### config.mk
export PLATFORM = sky130hd
export DESIGN_NAME = voxel_map_to_inversion_points_core
export DESIGN_NICKNAME = d
export VERILOG_FILES = /design/src/hdl/vmip_pkg.sv /design/src/hdl/vmip_plane_mem.sv /design/src/hdl/voxel_map_to_inversion_points_core.sv
export SDC_FILE = /design/constraint.sdc
export NUM_CORES = 2
export LEC_CHECK = 0
export CAP_MARGIN = 40
export CORE_MARGIN = 2
export CORE_UTILIZATION = 50
export CTS_CLUSTER_SIZE = 28
export DETAILED_ROUTE_END_ITERATION = 16
export DONT_BUFFER_PORTS = 1
export PLACE_DENSITY = 0.62
export SYNTH_ARGS = -nofsm -noshare
export SYNTH_HDL_FRONTEND = slang
export SYNTH_HIERARCHICAL = 1
export SYNTH_SLANG_ARGS = --single-unit
### constraint.sdc
create_clock -name clk_i -period 23.6 [get_ports clk_i]
set_input_delay 4.72 -clock clk_i [delete_from_list [all_inputs] [get_ports clk_i]]
set_output_delay 4.72 -clock clk_i [all_outputs]
set_load 0.02 [all_outputs]
### src/hdl/vmip_pkg.sv
`default_nettype none

package vmip_pkg;

  // decoded membership of one plane entry, current and previous x plane
  typedef struct packed {
    logic cur;
    logic prev;
  } nbr_bits_t;

  // configuration register indexes
  localparam logic REG_VOLUME_DIM = 1'b0;
  localparam logic REG_BIT_MASK   = 1'b1;

  localparam int unsigned DIM_W   = 5;
  localparam int unsigned MASK_W  = 8;
  localparam int unsigned BYTE_W  = 8;
  localparam int unsigned COORD_W = 4;

  localparam logic [DIM_W-1:0]  DIM_RESET  = 5'd16;
  localparam logic [MASK_W-1:0] MASK_RESET = 8'hFF;
  localparam logic [MASK_W-1:0] MASK_NONE  = 8'h00;

endpackage

`default_nettype wire

### src/hdl/vmip_plane_mem.sv
`default_nettype none

module vmip_plane_mem
  import vmip_pkg::*;
#(
  parameter  int unsigned MAX_EDGE = 16,
  localparam int unsigned DEPTH    = MAX_EDGE * MAX_EDGE,
  localparam int unsigned AW       = (DEPTH > 1) ? $clog2(DEPTH) : 1,
  localparam int unsigned CW       = (MAX_EDGE > 1) ? $clog2(MAX_EDGE) : 1
) (
  input  wire logic          clk_i,
  input  wire logic          rst_ni,
  input  wire logic          rd_en_i,
  input  wire logic [AW-1:0] rd_row_addr_i,
  input  wire logic [AW-1:0] rd_up_addr_i,
  input  wire logic [CW-1:0] plane_i,
  input  wire logic          wr_en_i,
  input  wire logic [AW-1:0] wr_addr_i,
  input  wire logic          wr_val_i,
  input  wire logic          wr_old_i,
  input  wire logic [CW-1:0] wr_tag_i,
  input  wire logic          clr_i,
  output nbr_bits_t          row_o,
  output nbr_bits_t          up_o
);

  localparam int unsigned WW = CW + 2;

  // entry layout: {plane tag, value before that plane's write, latest value}
  logic [WW-1:0]    mem_q [DEPTH];
  logic [WW-1:0]    row_word_q, up_word_q, fwd_word_q;
  logic [WW-1:0]    wr_word, row_word, up_word;
  logic [AW-1:0]    row_addr_q, up_addr_q;
  logic             fwd_row_q, fwd_up_q;
  logic [DEPTH-1:0] valid_q;
  logic             row_vld, up_vld;

  assign wr_word = {wr_tag_i, wr_old_i, wr_val_i};

  always_ff @(posedge clk_i) begin
    if (wr_en_i) begin
      mem_q[wr_addr_i] <= wr_word;
    end
    if (rd_en_i) begin
      row_word_q <= mem_q[rd_row_addr_i];
      up_word_q  <= mem_q[rd_up_addr_i];
      row_addr_q <= rd_row_addr_i;
      up_addr_q  <= rd_up_addr_i;
      fwd_word_q <= wr_word;
    end
  end

  // a write landing at the read edge is not seen by the array read
  always_ff @(posedge clk_i or negedge rst_ni) begin
    if (!rst_ni) begin
      fwd_row_q <= 1'b0;
      fwd_up_q  <= 1'b0;
    end else if (rd_en_i) begin
      fwd_row_q <= wr_en_i && (wr_addr_i == rd_row_addr_i);
      fwd_up_q  <= wr_en_i && (wr_addr_i == rd_up_addr_i);
    end
  end

  always_ff @(posedge clk_i or negedge rst_ni) begin
    if (!rst_ni) begin
      valid_q <= '0;
    end else if (clr_i) begin
      valid_q <= '0;
    end else if (wr_en_i) begin
      valid_q[wr_addr_i] <= 1'b1;
    end
  end

  assign row_word = fwd_row_q ? fwd_word_q : row_word_q;
  assign up_word  = fwd_up_q ? fwd_word_q : up_word_q;
  assign row_vld  = valid_q[row_addr_q];
  assign up_vld   = valid_q[up_addr_q];

  // written in this plane: previous plane saw the old value
  assign row_o.cur  = row_vld & row_word[0];
  assign row_o.prev = row_vld & ((row_word[WW-1:2] == plane_i) ? row_word[1] : row_word[0]);
  assign up_o.cur   = up_vld & up_word[0];
  assign up_o.prev  = up_vld & ((up_word[WW-1:2] == plane_i) ? up_word[1] : up_word[0]);

  a_clr_empties: assert property (@(posedge clk_i) disable iff (!rst_ni)
    clr_i |=> (valid_q == '0))
    else $error("plane store not cleared at end of volume");

  a_wr_marks: assert property (@(posedge clk_i) disable iff (!rst_ni)
    (wr_en_i && !clr_i) |=> valid_q[$past(wr_addr_i)])
    else $error("written plane entry not marked valid");

endmodule

`default_nettype wire

### src/hdl/voxel_map_to_inversion_points_core.sv
`default_nettype none

// Streaming inversion-point finder for a cubic voxel volume.
// Input channel (in_valid_i/in_ready_o, voxel_byte_i) takes one voxel byte per
// word in raster order: x outer, y middle, z inner. Every accepted word gives
// exactly one output word (out_valid_o/out_ready_i) carrying point_flag_o,
// the voxel coordinates and volume_end_o on the last voxel of the volume.
// An accepted voxel is held in the combine stage register, then the output
// register; throughput is one voxel per cycle while out_ready_i is high. Each
// voxel reads two entries of the plane store (same and lower y) through its two
// read ports; the lower-z neighbours come from the previous voxel's registers,
// and a write of the previous voxel to an entry being read is forwarded.
// The output register decouples the sides: a new word is accepted while a
// finished word waits, and a stalled receiver backs up the pipeline by one
// stage before in_ready_o drops.
// Reset clears the counters, the plane store valid bits and the pipeline, and
// sets volume_dim to 16 and bit_mask to 0xFF. Configuration is written through
// cfg_we_i/cfg_idx_i/cfg_data_i while the block is idle.
module voxel_map_to_inversion_points_core
  import vmip_pkg::*;
#(
  parameter int unsigned MAX_EDGE = 16
) (
  input  wire logic              clk_i,
  input  wire logic              rst_ni,
  input  wire logic              cfg_we_i,
  input  wire logic              cfg_idx_i,
  input  wire logic [MASK_W-1:0] cfg_data_i,
  input  wire logic              in_valid_i,
  output logic                   in_ready_o,
  input  wire logic [BYTE_W-1:0] voxel_byte_i,
  output logic                   out_valid_o,
  input  wire logic              out_ready_i,
  output logic                   point_flag_o,
  output logic [COORD_W-1:0]     point_x_o,
  output logic [COORD_W-1:0]     point_y_o,
  output logic [COORD_W-1:0]     point_z_o,
  output logic                   volume_end_o
);

  localparam int unsigned DEPTH = MAX_EDGE * MAX_EDGE;
  localparam int unsigned AW    = (DEPTH > 1) ? $clog2(DEPTH) : 1;
  localparam int unsigned CW    = (MAX_EDGE > 1) ? $clog2(MAX_EDGE) : 1;
  localparam int unsigned EW    = $clog2(MAX_EDGE + 1);

  logic [DIM_W-1:0]  dim_q;
  logic [MASK_W-1:0] mask_q;
  logic [EW-1:0]     edge_len;

  logic [CW-1:0] cnt_x_q, cnt_y_q, cnt_z_q;
  logic          end_row, end_plane, end_vol;
  logic          in_fire, member;
  logic [AW-1:0] rd_row_addr, rd_up_addr;

  logic          s1_valid_q, s1_member_q, s1_end_q;
  logic [CW-1:0] s1_x_q, s1_y_q, s1_z_q;
  logic          s1_fire, s1_flag;
  logic          x_nz, y_nz, z_nz;
  logic [AW-1:0] s1_addr;
  logic [CW+COORD_W-1:0] x_ext, y_ext, z_ext;

  nbr_bits_t row_nb, up_nb, left_row_q, left_up_q;

  logic               out_valid_q, out_flag_q, out_end_q;
  logic [COORD_W-1:0] out_x_q, out_y_q, out_z_q;

  // configuration
  always_ff @(posedge clk_i or negedge rst_ni) begin
    if (!rst_ni) begin
      dim_q  <= DIM_RESET;
      mask_q <= MASK_RESET;
    end else if (cfg_we_i) begin
      unique case (cfg_idx_i)
        REG_VOLUME_DIM: dim_q  <= cfg_data_i[DIM_W-1:0];
        REG_BIT_MASK:   mask_q <= cfg_data_i;
        default: ;
      endcase
    end
  end

  always_comb begin
    if (dim_q == '0) begin
      edge_len = EW'(1);
    end else if (32'(dim_q) > MAX_EDGE) begin
      edge_len = EW'(MAX_EDGE);
    end else begin
      edge_len = EW'(dim_q);
    end
  end

  // accept stage: coordinate counters and plane store reads
  assign in_fire   = in_valid_i && in_ready_o;
  assign member    = (voxel_byte_i & mask_q) != MASK_NONE;
  assign end_row   = (EW'(cnt_z_q) + EW'(1)) >= edge_len;
  assign end_plane = end_row && ((EW'(cnt_y_q) + EW'(1)) >= edge_len);
  assign end_vol   = end_plane && ((EW'(cnt_x_q) + EW'(1)) >= edge_len);

  assign rd_row_addr = AW'(cnt_y_q) * AW'(MAX_EDGE) + AW'(cnt_z_q);
  assign rd_up_addr  = AW'(cnt_y_q - CW'(1)) * AW'(MAX_EDGE) + AW'(cnt_z_q);

  always_ff @(posedge clk_i or negedge rst_ni) begin
    if (!rst_ni) begin
      cnt_x_q <= '0;
      cnt_y_q <= '0;
      cnt_z_q <= '0;
    end else if (in_fire) begin
      if (!end_row) begin
        cnt_z_q <= cnt_z_q + CW'(1);
      end else if (!end_plane) begin
        cnt_z_q <= '0;
        cnt_y_q <= cnt_y_q + CW'(1);
      end else if (!end_vol) begin
        cnt_z_q <= '0;
        cnt_y_q <= '0;
        cnt_x_q <= cnt_x_q + CW'(1);
      end else begin
        cnt_z_q <= '0;
        cnt_y_q <= '0;
        cnt_x_q <= '0;
      end
    end
  end

  assign s1_fire    = s1_valid_q && (!out_valid_q || out_ready_i);
  assign in_ready_o = !s1_valid_q || s1_fire;

  always_ff @(posedge clk_i or negedge rst_ni) begin
    if (!rst_ni) begin
      s1_valid_q <= 1'b0;
    end else if (in_ready_o) begin
      s1_valid_q <= in_valid_i;
    end
  end

  always_ff @(posedge clk_i) begin
    if (in_fire) begin
      s1_x_q      <= cnt_x_q;
      s1_y_q      <= cnt_y_q;
      s1_z_q      <= cnt_z_q;
      s1_member_q <= member;
      s1_end_q    <= end_vol;
    end
  end

  vmip_plane_mem #(
    .MAX_EDGE (MAX_EDGE)
  ) u_plane_mem (
    .clk_i         (clk_i),
    .rst_ni        (rst_ni),
    .rd_en_i       (in_fire),
    .rd_row_addr_i (rd_row_addr),
    .rd_up_addr_i  (rd_up_addr),
    .plane_i       (s1_x_q),
    .wr_en_i       (s1_fire),
    .wr_addr_i     (s1_addr),
    .wr_val_i      (s1_member_q),
    .wr_old_i      (row_nb.cur),
    .wr_tag_i      (s1_x_q),
    .clr_i         (s1_fire && s1_end_q),
    .row_o         (row_nb),
    .up_o          (up_nb)
  );

  // combine stage: xor of the voxel and its seven lower neighbours
  assign s1_addr = AW'(s1_y_q) * AW'(MAX_EDGE) + AW'(s1_z_q);
  assign x_nz    = s1_x_q != '0;
  assign y_nz    = s1_y_q != '0;
  assign z_nz    = s1_z_q != '0;

  assign s1_flag = s1_member_q
                 ^ (y_nz & up_nb.cur)
                 ^ (z_nz & left_row_q.cur)
                 ^ (y_nz & z_nz & left_up_q.cur)
                 ^ (x_nz & (row_nb.prev
                          ^ (y_nz & up_nb.prev)
                          ^ (z_nz & left_row_q.prev)
                          ^ (y_nz & z_nz & left_up_q.prev)));

  // lower-z neighbours of the next voxel in the row
  always_ff @(posedge clk_i) begin
    if (s1_fire) begin
      left_row_q.cur  <= s1_member_q;
      left_row_q.prev <= row_nb.prev;
      left_up_q       <= up_nb;
    end
  end

  assign x_ext = {{COORD_W{1'b0}}, s1_x_q};
  assign y_ext = {{COORD_W{1'b0}}, s1_y_q};
  assign z_ext = {{COORD_W{1'b0}}, s1_z_q};

  // output register
  always_ff @(posedge clk_i or negedge rst_ni) begin
    if (!rst_ni) begin
      out_valid_q <= 1'b0;
    end else if (s1_fire) begin
      out_valid_q <= 1'b1;
    end else if (out_ready_i) begin
      out_valid_q <= 1'b0;
    end
  end

  always_ff @(posedge clk_i) begin
    if (s1_fire) begin
      out_flag_q <= s1_flag;
      out_x_q    <= x_ext[COORD_W-1:0];
      out_y_q    <= y_ext[COORD_W-1:0];
      out_z_q    <= z_ext[COORD_W-1:0];
      out_end_q  <= s1_end_q;
    end
  end

  assign out_valid_o  = out_valid_q;
  assign point_flag_o = out_flag_q;
  assign point_x_o    = out_x_q;
  assign point_y_o    = out_y_q;
  assign point_z_o    = out_z_q;
  assign volume_end_o = out_end_q;

  a_end_restarts: assert property (@(posedge clk_i) disable iff (!rst_ni)
    (in_fire && end_vol) |=> (cnt_x_q == '0 && cnt_y_q == '0 && cnt_z_q == '0))
    else $error("counters did not restart after the last voxel");

  a_stage_holds: assert property (@(posedge clk_i) disable iff (!rst_ni)
    (s1_valid_q && !s1_fire) |=> (s1_valid_q && $stable(s1_x_q) && $stable(s1_y_q)
                                  && $stable(s1_z_q) && $stable(s1_member_q)))
    else $error("stalled voxel lost its stage contents");

endmodule

`default_nettype wire

======== Yosys cells after proc, flatten, opt, wreduce, memory -nomap -nowiden ========
Memory sizes are Yosys's and may differ from the RTL's. A register that Yosys moved wholly into a read port is not among the register bits.
Index checks and enable logic that the tools add are counted.
W data, S select, Z words.
word-level totals
  ROM bits ................................ 0
  bits in registers ....................... 339
  bits in latches ......................... 0
  memories kept ........................... 1
  logic and storage cells ................. 116
  output and inout bits ................... 16
  bits in writable memories ............... 1536
  bits of input ports ..................... 22
memory list
  memory             depth  bits a word  read ports  clocked after memory_dff  write ports  RTL line              RTL
  u_plane_mem.mem_q  256    6            2           2                         1            vmip_plane_mem.sv:30  logic [WW-1:0] mem_q [DEPTH];
cells by class
  add/sub/neg operators ................... 10
  equal/unequal tests ..................... 4
  reduce and logical (&&, ||, !) cells .... 23
  shifts and indexed selects .............. 0
  bitwise operators ....................... 22
  divide/modulo/power cells ............... 0
  multipliers ............................. 0
  order comparisons ....................... 8
  mux-type cells .......................... 21
operators with widths
  kind                   number
  $mux W256              2
  $or A256 B256 Y256     1
  $lt A8 B9 Y1 const B   3
  $add A8 B4 Y8          3
  $bmux W1 S8            2
  $eq A8 B8 Y1           2
  $add A4 B1 Y5 const B  3
  $ge A5 B5 Y1           3
  $add A4 B1 Y4 const B  3
  $and A1 B1 Y1          12
  $mux W4                3
  $mux W6                2
  $reduce_bool A4 Y1     3
  $mux W5                2
  $mux W1                9
  $and A8 B8 Y8          1
  $demux W1 S8           1
  $eq A4 B4 Y1           2
  $ge A8 B1 Y1 const B   1
  $logic_and A1 B1 Y1    8
  $reduce_bool A8 Y1     1
  $xor A1 B1 Y1          7
  $reduce_and A2 Y1      3
  $gt A5 B5 Y1 const B   1
  7 further kinds        10

======== Longest topological paths before layout ========
  depth after elaboration ................. 10
  depth in mapped cells ................... 16
  mapped depth without buffers ............ 12

======== Hierarchy ========
Netlist, hierarchy kept.
by module, submodules not included
  module                              seq. area each (um2)  area each (um2)  cells an instance  instances
  vmip_plane_mem                      53601.4               85331.8          4848               1
  voxel_map_to_inversion_points_core  1647.8                2760.1           211                1

======== Worst setup path before layout ========
No wires, ideal clock.
  path kind ............................... input -> output
  start point ............................. input out_ready_i
  end point ............................... output in_ready_o
  arrival ................................. 5.003 ns
  required time ........................... 18.880 ns
  path buffers ............................ 0
  path slack .............................. 13.877 ns
  stages .................................. 1
  cells stage by stage .................... nand3b_1
on the way
  word-level cells in the longest chain between the ends .. 3
RTL lines
  what                 RTL line                                   RTL
  start: declaration   voxel_map_to_inversion_points_core.sv:33   input wire logic out_ready_i,
  $logic_or A1 B1 Y1   voxel_map_to_inversion_points_core.sv:124  assign s1_fire = s1_valid_q && (!out_valid_q || out_ready_i);
  $logic_and A1 B1 Y1  voxel_map_to_inversion_points_core.sv:124
  $logic_or A1 B1 Y1   voxel_map_to_inversion_points_core.sv:125  assign in_ready_o = !s1_valid_q || s1_fire;
  end: declaration     voxel_map_to_inversion_points_core.sv:30   output logic in_ready_o,
Every way passes these cells.

======== Worst setup path after layout ========
Ends and elaborated chain as after synthesis.

==> metrics.yaml <==
rsz0062_at_grt: "no"
maxSlewViolCount: 0
grt_pass1_wl_um: 363000
grt_max_degree: 286
post_drt_wl_per_cell_um: 33.4
critPathMaxStageDelay_ns: 0.30
clk_latency_ns: 0.86
fp.dieArea_um2: 180000
drt_iter0_drc: 6724
relSlewSlack_pct: 29.2
finalSetupViolCount: 0
async_reset_ff_share_pct: 15.1
cp_top_family: "simple AND/OR/NAND/NOR gates"
critPathCaptureType: "output port"
hold_violations: 0
grt_overflow: 0
worstSetupPathType: "in -> out"
rows: 154
fmax_mhz: 103
synthMuxAreaShare_pct: 23.7
clockRootBuffer: "clkbuf_16"
port-buffer-count: 0
grt_usage_pct: 28.2
drive_gt1_share_pct: 28.2
ys_seq_area_share_pct: 62.7
p_leak_uw: 0.0324
die-width_um: 424
crit_path_start_kind: "primary input"
numClockSinks: 1887
slowest_stage: "nand3b_1"
boundaryPins: 38
antenna_found_initial: 3
synth_top_family_by_area: "multiplexers"
synth_xor_area_share_pct: 0.358
outcome: "complete, no violations"
wl_um: 252000
post-route-period-util_pct: 41.3
hp-class: "reg -> reg"
fin_skew_ns: 0.0457
crit_chain: "nand3b_1"
instances_no_fill: 7552
dp.cells: 7185
gp_congestion: 0.917
detail-route-antenna-nets: 0
ys_warn_count: 6
post-route-min-period_ns: 9.74
worst_pin_slew_ns: 1.06
clock_path_buffers: 3
grt_pass1_vias: 51800
h-tree-depth: 4
final_nets: 5085
viasPerCell: 6.86
final_cell_mix: "1602 x edfxtp_1, 885 x mux4_2, 744 x nor2_1, 274 x dfrtp_1, 273 x a22oi_1"
num_vias: 51800
cts_tree: "done"
cp.required_ns: 18.88
holdBufCountCts: 0
final.setup.tns_ns: 0
utilization_pct: 55.8
yosys_most_used_dff: "edfxtp_1"
ys_types: 70
die_y_um: 424
pre_cts_ws_ns: 13.85
synth_area_um2: 88100
setup_slack_ns: 13.86
synth_edf_count: 1602
hpwlAfterDp_um: 164000
cp_num_buf_inv: 0
cts_resized: 0
synth_cells: 5059
clkTransAtPathRegs_ns: 0.06
area_delta_synth_final_pct: 11.1
powerDensity_nw_per_um2: 113
start_util_pct: 50.2
yosys.area_share.adder_pct: 0.266
cts_made_buffers: 194
final_common_cell: "edfxtp_1"
peakVddDrop_uv: 188
avgSynthCellArea_um2: 17.4
synth-seq-cells: 1887
cts_setup_buffers: 0
crit_path_max_fanout: 3
max-cap-violations: 0
drc: 0
synth-compound-area-share_pct: 5.75
drtPass1Iterations: 7
synth_simple_gate_area_share_pct: 5.16
synth_nets: 5098
arrival_ns: 5.02
coreArea_um2: 176000
through the flow:
| step | area [um^2] | hold slack, ns | power, uW |
|---|---|---|---|
| floorplan | 88100 | 0.418 | 6660 |
| global placement | 90300 | 0.490 | 7870 |
| CTS | 97900 | 0.516 | 11100 |
| detailed placement | 91400 | 0.502 | 7960 |
| finish | 97900 | 0.513 | 11100 |
| global route | 97900 | 0.530 | 11500 |
final timing paths:
kind	from	end	slack, ns	cells after the start
worst min register to register	u_plane_mem/valid_q[119]	u_plane_mem/valid_q[119]	0.51	2
max in group asynchronous	rst_ni	u_plane_mem/fwd_up_q	19.25	0
min in group asynchronous	rst_ni	dim_q[0]	3.62	0
worst min-delay path	u_plane_mem/valid_q[119]	u_plane_mem/valid_q[119]	0.51	2
worst max-delay path	out_ready_i	in_ready_o	13.86	1
worst max register to register	cnt_z_q[0]	u_plane_mem/row_word_q[0]	17.58	11
per-layer routing:
layer	global-route usage [%]	vias to the layer above	share of wire [%]
li1	-	20900	-
met1	39.3	27600	39
met2	43.3	2839	47
met3	7.04	505	10
met4	10.7	2	4.0
met5	0	-	0.0052
layout make-up:
cell class,instances,area (um^2)
Sequential cell,1887,55300
Antenna cell,1,2.50
Multi-Input combinational cell,2747,31200
Timing Repair Buffer,196,2030
Fill cell,13300,77600
Clock inverter,77,992
Inverter,20,75.1
Tap cell,2340,2930
Clock buffer,284,5470
synth_stat cells (12+ instances only):
cell type  instances  area [um^2]
a221oi_1          98          858
a22o_1            98          858
a22oi_1          273         2050
buf_1             27          101
buf_2            102          510
buf_4             18          135
clkbuf_1         251          942
dfrtp_1          276         6910
edfxtp_1        1602        48100
ha_1              17          213
inv_1             20         75.1
mux2_2            33          372
mux2i_1           43          430
mux4_2           885        19900
nand2_1          167          627
nand2b_1          17          106
nand3_1           44          220
nand4_1           16          100
nor2_1           751         2820
nor2b_1           44          275
nor3_1            13         65.1
nor4_1            12         75.1
o21ai_0           18         90.1
o21ba_2           30          300
o221ai_1          53          464
xnor2_1           24          210
xor2_1            12          105
registers in the layout (all words and copies together) (netlist names), 5 cells and up:
name and cells:
dim_q 5, u_plane_mem/mem_q 1536, u_plane_mem/row_word_q 6, u_plane_mem/fwd_word_q 6
u_plane_mem/valid_q 256, u_plane_mem/up_addr_q 8, mask_q 8, u_plane_mem/row_addr_q 8
u_plane_mem/up_word_q 6
logic make-up after synthesis:
family	count (synthesis)
AND/OR/NAND/NOR	1099
adder cells (fa/ha/maj)	19
flip-flops	1887
buffers and inverters	425
AO/OA/AOI/OAI	628
XOR/XNOR	36
multiplexers	965
report_power, final:
part	internal (uW)	switching, uW	leakage [uW]	total, uW
clock	1840	1290	0.00315	3130
sequential	3810	95.1	0.0184	3900
combinational	1660	2400	0.0108	4060
total	7310	3790	0.0324	11100
Power figures use the tool's default switching activity.
